## src/hdl/ddss_pkg.sv

```systemverilog
// Shared types, codes and defaults for the deadlock detection block.
// Used by ddss_alu, ddss_ctrl and the top level; depends on nothing.
package ddss_pkg;

  localparam int DEF_MAX_PROCESSES = 16;
  localparam int DEF_MAX_RESOURCES = 8;
  localparam int DEF_AMOUNT_BITS   = 16;

  localparam int ACTION_W   = 2;
  localparam int PROC_SEL_W = 4;
  localparam int RES_SEL_W  = 3;
  localparam int AMOUNT_W   = 16;
  localparam int SEQ_W      = 4;
  localparam int PCOUNT_W   = 5;
  localparam int RCOUNT_W   = 4;
  localparam int CFG_IDX_W  = 1;
  localparam int CFG_DATA_W = 5;

  localparam logic [PCOUNT_W-1:0] PCOUNT_RESET = 5'd16;
  localparam logic [RCOUNT_W-1:0] RCOUNT_RESET = 4'd8;

  localparam logic [CFG_IDX_W-1:0] REG_PROCESS_COUNT  = 1'b0;
  localparam logic [CFG_IDX_W-1:0] REG_RESOURCE_COUNT = 1'b1;

  typedef enum logic [ACTION_W-1:0] {
    ACT_LOAD_ALLOC = 2'd0,
    ACT_LOAD_REQ   = 2'd1,
    ACT_LOAD_AVAIL = 2'd2,
    ACT_START      = 2'd3
  } ddss_action_e;

  typedef enum logic [3:0] {
    ST_IDLE,
    ST_HOLD_RD,
    ST_HOLD_CHK,
    ST_SCAN,
    ST_FIT_RD,
    ST_FIT_CHK,
    ST_ADD_RD,
    ST_ADD_CHK,
    ST_EMIT_SEQ,
    ST_EMIT_VERD
  } ddss_state_e;

  typedef struct packed {
    logic gt;
    logic nz;
  } ddss_flags_t;

  typedef struct packed {
    logic [SEQ_W-1:0] seq_process;
    logic             is_verdict;
    logic             system_safe;
    logic             last;
  } ddss_out_t;

endpackage

```

## src/hdl/ddss_ram.sv

```systemverilog
// Single write port, single read port matrix memory with registered read data.
// Holds the allocation or the request matrix; no dependencies.
module ddss_ram #(
  parameter int DW    = 16,
  parameter int DEPTH = 128,
  parameter int ADW   = 7
) (
  input  logic           clk_i,
  input  logic           we_i,
  input  logic [ADW-1:0] waddr_i,
  input  logic [DW-1:0]  wdata_i,
  input  logic [ADW-1:0] raddr_i,
  output logic [DW-1:0]  rdata_o
);

  logic [DW-1:0] mem [DEPTH];
  logic [DW-1:0] rdata_q;

  always_ff @(posedge clk_i) begin
    if (we_i) begin
      mem[waddr_i] <= wdata_i;
    end
  end

  always_ff @(posedge clk_i) begin
    rdata_q <= mem[raddr_i];
  end

  assign rdata_o = rdata_q;

endmodule

```

## src/hdl/ddss_alu.sv

```systemverilog
// Shared compare and add unit: request against available, available plus
// allocation, and the nonzero test. Depends on ddss_pkg.
module ddss_alu import ddss_pkg::*; #(
  parameter int AVW = 21,
  parameter int AW  = 16
) (
  input  logic [AVW-1:0] a_i,
  input  logic [AW-1:0]  b_i,
  output logic [AVW-1:0] sum_o,
  output ddss_flags_t    flags_o
);

  logic [AVW-1:0] b_ext;

  assign b_ext      = AVW'(b_i);
  assign sum_o      = a_i + b_ext;
  assign flags_o.gt = b_ext > a_i;
  assign flags_o.nz = |b_i;

endmodule

```

## src/hdl/ddss_ctrl.sv

```systemverilog
// Check sequencer: counters, available vector, finished mask and output word.
// Drives the shared unit and the matrix read address. Depends on ddss_pkg.
module ddss_ctrl import ddss_pkg::*; #(
  parameter int MAX_P = 16,
  parameter int MAX_R = 8,
  parameter int AW    = 16,
  parameter int AVW   = 21,
  parameter int PW    = 4,
  parameter int RW    = 3,
  parameter int ADW   = 7
) (
  input  logic                clk_i,
  input  logic                rst_ni,
  input  logic                start_i,
  input  logic [PCOUNT_W-1:0] pcount_i,
  input  logic [RCOUNT_W-1:0] rcount_i,
  input  logic                avail_we_i,
  input  logic [RW-1:0]       avail_idx_i,
  input  logic [AW-1:0]       avail_data_i,
  output logic [ADW-1:0]      raddr_o,
  input  logic [AW-1:0]       alloc_rdata_i,
  input  logic [AW-1:0]       req_rdata_i,
  output logic [AVW-1:0]      alu_a_o,
  output logic [AW-1:0]       alu_b_o,
  input  logic [AVW-1:0]      alu_sum_i,
  input  ddss_flags_t         alu_flags_i,
  output logic                idle_o,
  output logic                out_valid_o,
  input  logic                out_ready_i,
  output ddss_out_t           out_o
);

  ddss_state_e    state_q, state_d;
  logic [PW-1:0]  p_q, p_d, np_m1_q, np_m1_d;
  logic [RW-1:0]  r_q, r_d, nr_m1_q, nr_m1_d;
  logic           holds_q, holds_d;
  logic [MAX_P-1:0] fin_q, fin_d;
  logic [AVW-1:0] avail_q [MAX_R];
  logic           av_we;
  logic [RW-1:0]  av_idx;
  logic [AVW-1:0] av_wdata;
  logic           out_valid_q, out_valid_d, out_load;
  ddss_out_t      out_q, out_d;
  logic           out_free, p_end, r_end, holds_n, all_fin;
  int             np_int, nr_int;

  assign out_free = !out_valid_q || out_ready_i;
  assign p_end    = p_q == np_m1_q;
  assign r_end    = r_q == nr_m1_q;
  assign raddr_o  = ADW'(ADW'(p_q) * ADW'(MAX_R) + ADW'(r_q));
  assign alu_a_o  = avail_q[r_q];
  assign alu_b_o  = (state_q == ST_FIT_CHK) ? req_rdata_i : alloc_rdata_i;
  assign holds_n  = holds_q | alu_flags_i.nz;
  assign idle_o   = state_q == ST_IDLE;

  always_comb begin
    np_int = int'(pcount_i);
    if (np_int < 1) np_int = 1;
    if (np_int > MAX_P) np_int = MAX_P;
    nr_int = int'(rcount_i);
    if (nr_int < 1) nr_int = 1;
    if (nr_int > MAX_R) nr_int = MAX_R;
  end

  always_comb begin
    all_fin = 1'b1;
    for (int i = 0; i < MAX_P; i++) begin
      if (i <= int'(np_m1_q) && !fin_q[i]) all_fin = 1'b0;
    end
  end

  always_comb begin
    state_d  = state_q;
    p_d      = p_q;
    r_d      = r_q;
    np_m1_d  = np_m1_q;
    nr_m1_d  = nr_m1_q;
    holds_d  = holds_q;
    fin_d    = fin_q;
    av_we    = avail_we_i;
    av_idx   = avail_idx_i;
    av_wdata = AVW'(avail_data_i);
    out_load = 1'b0;
    out_d    = out_q;
    case (state_q)
      ST_IDLE: begin
        if (start_i) begin
          np_m1_d = PW'(np_int - 1);
          nr_m1_d = RW'(nr_int - 1);
          fin_d   = '0;
          p_d     = '0;
          r_d     = '0;
          holds_d = 1'b0;
          state_d = ST_HOLD_RD;
        end
      end
      ST_HOLD_RD: state_d = ST_HOLD_CHK;
      ST_HOLD_CHK: begin
        if (r_end) begin
          fin_d[p_q] = !holds_n;
          holds_d    = 1'b0;
          r_d        = '0;
          if (p_end) begin
            p_d     = '0;
            state_d = ST_SCAN;
          end else begin
            p_d     = p_q + 1'b1;
            state_d = ST_HOLD_RD;
          end
        end else begin
          holds_d = holds_n;
          r_d     = r_q + 1'b1;
          state_d = ST_HOLD_RD;
        end
      end
      ST_SCAN: begin
        r_d = '0;
        if (!fin_q[p_q]) begin
          state_d = ST_FIT_RD;
        end else if (p_end) begin
          state_d = ST_EMIT_VERD;
        end else begin
          p_d = p_q + 1'b1;
        end
      end
      ST_FIT_RD: state_d = ST_FIT_CHK;
      ST_FIT_CHK: begin
        if (alu_flags_i.gt) begin
          r_d = '0;
          if (p_end) begin
            state_d = ST_EMIT_VERD;
          end else begin
            p_d     = p_q + 1'b1;
            state_d = ST_SCAN;
          end
        end else if (r_end) begin
          r_d     = '0;
          state_d = ST_ADD_RD;
        end else begin
          r_d     = r_q + 1'b1;
          state_d = ST_FIT_RD;
        end
      end
      ST_ADD_RD: state_d = ST_ADD_CHK;
      ST_ADD_CHK: begin
        av_we    = 1'b1;
        av_idx   = r_q;
        av_wdata = alu_sum_i;
        if (r_end) begin
          state_d = ST_EMIT_SEQ;
        end else begin
          r_d     = r_q + 1'b1;
          state_d = ST_ADD_RD;
        end
      end
      ST_EMIT_SEQ: begin
        if (out_free) begin
          out_load          = 1'b1;
          out_d.seq_process = SEQ_W'(p_q);
          out_d.is_verdict  = 1'b0;
          out_d.system_safe = 1'b0;
          out_d.last        = 1'b0;
          fin_d[p_q]        = 1'b1;
          p_d               = '0;
          r_d               = '0;
          state_d           = ST_SCAN;
        end
      end
      ST_EMIT_VERD: begin
        if (out_free) begin
          out_load          = 1'b1;
          out_d.seq_process = '0;
          out_d.is_verdict  = 1'b1;
          out_d.system_safe = all_fin;
          out_d.last        = 1'b1;
          state_d           = ST_IDLE;
        end
      end
      default: state_d = ST_IDLE;
    endcase
  end

  always_comb begin
    out_valid_d = out_valid_q;
    if (out_load) begin
      out_valid_d = 1'b1;
    end else if (out_ready_i) begin
      out_valid_d = 1'b0;
    end
  end

  always_ff @(posedge clk_i or negedge rst_ni) begin
    if (!rst_ni) begin
      state_q     <= ST_IDLE;
      p_q         <= '0;
      r_q         <= '0;
      np_m1_q     <= '0;
      nr_m1_q     <= '0;
      holds_q     <= 1'b0;
      fin_q       <= '0;
      out_valid_q <= 1'b0;
    end else begin
      state_q     <= state_d;
      p_q         <= p_d;
      r_q         <= r_d;
      np_m1_q     <= np_m1_d;
      nr_m1_q     <= nr_m1_d;
      holds_q     <= holds_d;
      fin_q       <= fin_d;
      out_valid_q <= out_valid_d;
    end
  end

  always_ff @(posedge clk_i) begin
    if (av_we) begin
      avail_q[av_idx] <= av_wdata;
    end
    if (out_load) begin
      out_q <= out_d;
    end
  end

  assign out_valid_o = out_valid_q;
  assign out_o       = out_q;

endmodule

```

## src/hdl/deadlock_detection_safe_sequence.sv

```systemverilog
// Top level of the deadlock detection block: configuration registers, load
// decode, matrix memories, shared unit and sequencer.
// Depends on ddss_pkg, ddss_ram, ddss_alu and ddss_ctrl.
//
// Usage: configure process_count (index 0) and resource_count (index 1)
// through the write port while idle. Input words with action load
// allocation, load request or load available write one element each if
// the selects are in range; they are taken one per cycle while idle and
// give no result. A start word runs the check, and ready stays low until
// its verdict word is in the output register. The check yields one word
// per process in the safe sequence, then a verdict word with last set.
// Steps: with P processes and R resources in use, the holding pass reads
// all P*R allocation elements, each in a read and a check state; each round
// scans up to P processes, compares each request of an unfinished process
// with available in a read and a check state, returns its allocation in a
// read and an add state per resource and emits it. Each element passes
// in turn through the single compare/add unit and a matrix read port.
// Reset clears the finished mask and the output valid; the registers take
// 16 and 8. The matrices and the available vector hold no reset value.
// When the receiver stalls, the output word holds and the sequencer waits
// before emitting the next one.
module deadlock_detection_safe_sequence import ddss_pkg::*; #(
  parameter int MAX_PROCESSES = DEF_MAX_PROCESSES,
  parameter int MAX_RESOURCES = DEF_MAX_RESOURCES,
  parameter int AMOUNT_BITS   = DEF_AMOUNT_BITS
) (
  input  logic                  clk_i,
  input  logic                  rst_ni,
  input  logic                  cfg_we_i,
  input  logic [CFG_IDX_W-1:0]  cfg_idx_i,
  input  logic [CFG_DATA_W-1:0] cfg_data_i,
  input  logic                  in_valid_i,
  output logic                  in_ready_o,
  input  logic [ACTION_W-1:0]   action_i,
  input  logic [PROC_SEL_W-1:0] proc_sel_i,
  input  logic [RES_SEL_W-1:0]  res_sel_i,
  input  logic [AMOUNT_W-1:0]   amount_i,
  output logic                  out_valid_o,
  input  logic                  out_ready_i,
  output logic [SEQ_W-1:0]      seq_process_o,
  output logic                  is_verdict_o,
  output logic                  system_safe_o,
  output logic                  last_o
);

  localparam int DEPTH = MAX_PROCESSES * MAX_RESOURCES;
  localparam int PW    = (MAX_PROCESSES > 1) ? $clog2(MAX_PROCESSES) : 1;
  localparam int RW    = (MAX_RESOURCES > 1) ? $clog2(MAX_RESOURCES) : 1;
  localparam int ADW   = (DEPTH > 1) ? $clog2(DEPTH) : 1;
  localparam int AVW   = AMOUNT_BITS + $clog2(MAX_PROCESSES + 2);

  logic [PCOUNT_W-1:0] pcount_q;
  logic [RCOUNT_W-1:0] rcount_q;
  logic                in_fire, ps_ok, rs_ok, idle;
  logic                alloc_we, req_we, avail_we;
  logic [AMOUNT_BITS-1:0] amt;
  logic [ADW-1:0]      waddr, raddr;
  logic [AMOUNT_BITS-1:0] alloc_rdata, req_rdata, alu_b;
  logic [AVW-1:0]      alu_a, alu_sum;
  ddss_flags_t         alu_flags;
  ddss_out_t           out_word;

  always_ff @(posedge clk_i or negedge rst_ni) begin
    if (!rst_ni) begin
      pcount_q <= PCOUNT_RESET;
      rcount_q <= RCOUNT_RESET;
    end else if (cfg_we_i) begin
      if (cfg_idx_i == REG_PROCESS_COUNT) begin
        pcount_q <= cfg_data_i[PCOUNT_W-1:0];
      end else if (cfg_idx_i == REG_RESOURCE_COUNT) begin
        rcount_q <= cfg_data_i[RCOUNT_W-1:0];
      end
    end
  end

  assign in_ready_o = idle;
  assign in_fire    = in_valid_i && idle;
  assign ps_ok      = 32'(proc_sel_i) < 32'(MAX_PROCESSES);
  assign rs_ok      = 32'(res_sel_i) < 32'(MAX_RESOURCES);
  assign amt        = AMOUNT_BITS'(32'(amount_i));
  assign waddr      = ADW'(32'(proc_sel_i) * 32'(MAX_RESOURCES) + 32'(res_sel_i));
  assign alloc_we   = in_fire && action_i == ACT_LOAD_ALLOC && ps_ok && rs_ok;
  assign req_we     = in_fire && action_i == ACT_LOAD_REQ && ps_ok && rs_ok;
  assign avail_we   = in_fire && action_i == ACT_LOAD_AVAIL && rs_ok;

  ddss_ram #(.DW(AMOUNT_BITS), .DEPTH(DEPTH), .ADW(ADW)) u_alloc_ram (
    .clk_i   (clk_i),
    .we_i    (alloc_we),
    .waddr_i (waddr),
    .wdata_i (amt),
    .raddr_i (raddr),
    .rdata_o (alloc_rdata)
  );

  ddss_ram #(.DW(AMOUNT_BITS), .DEPTH(DEPTH), .ADW(ADW)) u_req_ram (
    .clk_i   (clk_i),
    .we_i    (req_we),
    .waddr_i (waddr),
    .wdata_i (amt),
    .raddr_i (raddr),
    .rdata_o (req_rdata)
  );

  ddss_alu #(.AVW(AVW), .AW(AMOUNT_BITS)) u_alu (
    .a_i     (alu_a),
    .b_i     (alu_b),
    .sum_o   (alu_sum),
    .flags_o (alu_flags)
  );

  ddss_ctrl #(
    .MAX_P (MAX_PROCESSES),
    .MAX_R (MAX_RESOURCES),
    .AW    (AMOUNT_BITS),
    .AVW   (AVW),
    .PW    (PW),
    .RW    (RW),
    .ADW   (ADW)
  ) u_ctrl (
    .clk_i         (clk_i),
    .rst_ni        (rst_ni),
    .start_i       (in_fire && action_i == ACT_START),
    .pcount_i      (pcount_q),
    .rcount_i      (rcount_q),
    .avail_we_i    (avail_we),
    .avail_idx_i   (RW'(res_sel_i)),
    .avail_data_i  (amt),
    .raddr_o       (raddr),
    .alloc_rdata_i (alloc_rdata),
    .req_rdata_i   (req_rdata),
    .alu_a_o       (alu_a),
    .alu_b_o       (alu_b),
    .alu_sum_i     (alu_sum),
    .alu_flags_i   (alu_flags),
    .idle_o        (idle),
    .out_valid_o   (out_valid_o),
    .out_ready_i   (out_ready_i),
    .out_o         (out_word)
  );

  assign seq_process_o = out_word.seq_process;
  assign is_verdict_o  = out_word.is_verdict;
  assign system_safe_o = out_word.system_safe;
  assign last_o        = out_word.last;

endmodule
```

## config.mk

```make
export PLATFORM = sky130hd
export DESIGN_NAME = deadlock_detection_safe_sequence
export DESIGN_NICKNAME = d
export VERILOG_FILES = /design/src/hdl/ddss_pkg.sv /design/src/hdl/ddss_ram.sv /design/src/hdl/ddss_alu.sv /design/src/hdl/ddss_ctrl.sv /design/src/hdl/deadlock_detection_safe_sequence.sv
export SDC_FILE = /design/constraint.sdc
export NUM_CORES = 2
export LEC_CHECK = 0
export BUFFER_PORTS_ARGS = -buffer_cell sky130_fd_sc_hd__buf_2
export CAP_MARGIN = 5
export CORE_MARGIN = 5
export CORE_UTILIZATION = 32
export DETAILED_ROUTE_END_ITERATION = 10
export SLEW_MARGIN = 30
export SYNTH_ARGS = -nofsm -noshare
export SYNTH_HDL_FRONTEND = slang
export SYNTH_MEMORY_MAX_BITS = 65536
export SYNTH_SLANG_ARGS = --single-unit
```

## constraint.sdc

```tcl
create_clock -name clk_i -period 5.7 [get_ports clk_i]
set_input_delay 0.285 -clock clk_i [delete_from_list [all_inputs] [get_ports clk_i]]
set_output_delay 0.285 -clock clk_i [all_outputs]
set_load 0.05 [all_outputs]
```

==> impl_metrics.tcl <==
set metrics [dict create \
    grt_pass1_wl_um 601000 \
    grt.overflow.total 0 \
    critPathMaxFanout 35 \
    yosysMostFrequentCell "edfxtp_1" \
    cts_buffers 421 \
    fillers 46700 \
    p_leak_nw 58.3 \
    ys_seq_elements 4347 \
    ir_drop_mv 0.327 \
    yosys.area.top_type "edfxtp_1" \
    post-cts-setup-buffers 0 \
    postSynthAreaPerCell_um2 24.1 \
    synth-edff-count 4270 \
    hold_path_class "input pin to flip-flop" \
    status "completed" \
    clock_path_buffers 4 \
    max_slew_margin_pct 23.4 \
    netlist_top_cells_area "edfxtp_1 (76%), mux4_2 (19%), nor2_1 (0.69%), dfrtp_1 (0.64%), buf_2 (0.46%)" \
    cts_tree "done" \
    via_per_inst 5.24 \
    post-route-min-period_ns 4.84 \
    rsz0062_at_grt "no" \
    drive_gt1_share_pct 32.8 \
    fin_tns_setup_ns 0 \
    cp_slowest_stage_delay_ns 0.92 \
    powerDensity_nw_per_um2 423 \
    synth_top_area_share_pct 76.3 \
    async_flop_share_pct 1.04 \
    clockRootBuffer "clkbuf_16" \
    grt_util_all_layers_pct 15.3 \
    finalWirelength_um 424000 \
    crit_path_top_delay_cell "dfrtp_4" \
    yosys_warnings 0 \
    fin_skew_ns 0.0929 \
    grt_pass1_vias 79200 \
    dr.pass1.iters 5 \
    startpoint_type "flip-flop" \
    insertion_delay_ns 1.05 \
    setup_slack_ns 0.863 \
    cts-htree-levels 5 \
    final_area_um2 194000 \
    ys_types 63 \
    rows 266 \
    total_power_mw 81.9 \
    path_cells "buf_4 > mux4_2 > mux2i_1 > ha_1 > nor2b_1 > nor3_1 > a21boi_0 > a211o_1 > a31oi_1 > o21ai_0 > xor2_1 > o21ai_0" \
    die_w_um 734 \
    worstMarginPinSlew_ns 1.15 \
    antenna_found_initial 29 \
    critPathTopFamily "compound AO/OA/AOI/OAI gates" \
    fin_crit_sh_pct 84.9 \
    die-area_um2 539000 \
    drc 0 \
    port_buffers 44 \
    drt_iter0_drc 9843 \
    fp.dieH_um 734 \
    yosys_most_used_dff "edfxtp_1" \
    slew_viol_final 0 \
    cap_violations 0 \
    place.gp.congestion 0.811 \
    core_um2 524000 \
    synth_common_cells "edfxtp_1 (4270), mux4_2 (1391), nor2_1 (309)" \
    worstSetupPathType "flip-flop to flip-flop" \
    synth_area_um2 168000 \
    seqCellArea_um2 130000 \
    end_kind "flip-flop" \
    dpl_worst_slack_ns 0.914 \
    critPathBufInv 1 \
    io_pins 45 \
    synth_seq_area_share_pct 77.4 \
    postPlaceCellArea_um2 179000 \
    cp_common_cell "o21ai_0" \
    syn-num-nets 7043 \
    crit_arrival_ns 5.49 \
    clkSinkCount 4347 \
    multi_input_area_um2 36300 \
    detail_route.wl_per_cell_um 28.6 \
    start_util_pct 32.1 \
    layout.nets 7578 \
    vias 77700 \
    grt_max_degree 166 \
    required_ns 6.35 \
    finalSetupViolations 0 \
    dp_hpwl_um 245000 \
    path_clk_slew_ns 0.06 \
    fmax_mhz 207 \
    area_growth_pct 15.2 \
    hold_violations 0 \
    netlist_instances 6967 \
    holdWs_ns 0.109 \
    antenna_left 0 \
]
[layout make-up]
type | instances | share of cell area, %
Clock inverter | 246 | 1.37
Tap cell | 6968 | 4.51
Sequential cell | 4347 | 67.2
Clock buffer | 531 | 5.81
Inverter | 40 | 0.0815
Timing Repair Buffer | 489 | 2.26
Antenna cell | 10 | 0.0129
Multi-Input combinational cell | 2203 | 18.8
[routing by layer]
layer	track usage [%]	share of wire, %
met1	21.1	41
met2	24.6	48
met3	3.44	8.7
met4	4.05	2.6
met5	0	0.039
[final timing paths]
kind	from	endpoint	slack, ns	cells past startpoint
max	u_ctrl.r_q[0]	u_ctrl.avail_q[7][13]	0.86	12
min	res_sel_i[2]	u_req_ram.mem[47][14]	0.11	3
max reg2reg	u_ctrl.r_q[0]	u_ctrl.avail_q[7][13]	0.86	12
min reg2reg	rcount_q[0]	rcount_q[0]	0.53	1
max in group asynchronous	rst_ni	u_ctrl.r_q[1]	4.80	4
min in group asynchronous	rst_ni	pcount_q[2]	0.40	4
[where the power goes]
| group | leakage (nW) | total (mW) | internal, mW | switching (mW) |
|---|---|---|---|---|
| Clock | 6.77 | 28.0 | 16.0 | 12.0 |
| Sequential | 39.2 | 36.3 | 35.4 | 0.840 |
| Combinational | 12.3 | 17.6 | 8.23 | 9.40 |
| Total | 58.3 | 81.9 | 59.7 | 22.2 |
[state kept, by name, summed over array words and instances, names as in the netlist, 5 cells and up]
signal / flops
u_ctrl.fin_q: 16
pcount_q: 5
u_alloc_ram.rdata_o: 16
u_req_ram.mem: 2048
u_ctrl.out_o: 6
u_ctrl.avail_q: 168
u_req_ram.rdata_o: 16
u_alloc_ram.mem: 2048
[worst min-delay path: cells and delay by family]
| family | cells | cell delay, ns |
|---|---|---|
| simple gates | 2 | 0.34 |
| buf+inv | 1 | 0.26 |
[per-stage QoR]
stage                     util [%]  std cells
after floorplan                  -       6967
after global placement        34.2      14000
after detailed placement      34.2      14000
after CTS                     36.9      14800
after global routing          36.9      14800
final                         36.9      14800
[placed cells by master (no fill, tap or decap), types with 44 or more instances in the layout]
| master | instances |
|---|---|
| a21oi_1 | 46 |
| buf_4 | 369 |
| bufinv_16 | 44 |
| clkbuf_1 | 89 |
| clkbuf_16 | 428 |
| clkinv_1 | 84 |
| clkinv_2 | 78 |
| edfxtp_1 | 4270 |
| mux2_2 | 57 |
| mux4_2 | 1391 |
| nand2_1 | 67 |
| nor2_1 | 281 |
| o21ai_0 | 50 |
[logic make-up after synthesis]
kind of cell	share of synthesized area (%)
flops	77.4
mux	19.2
simple gates	1.27
buf+inv	1.09
compound gates	0.560
fa+ha+maj	0.308
xor+xnor	0.167
[what timing repair did]
item,4_1_cts,5_1_grt
gates resized for setup,0,0
endpoints found under the hold margin,1421,0
hold buffers,31,0
No activity file was read; power rests on OpenSTA's default activity.
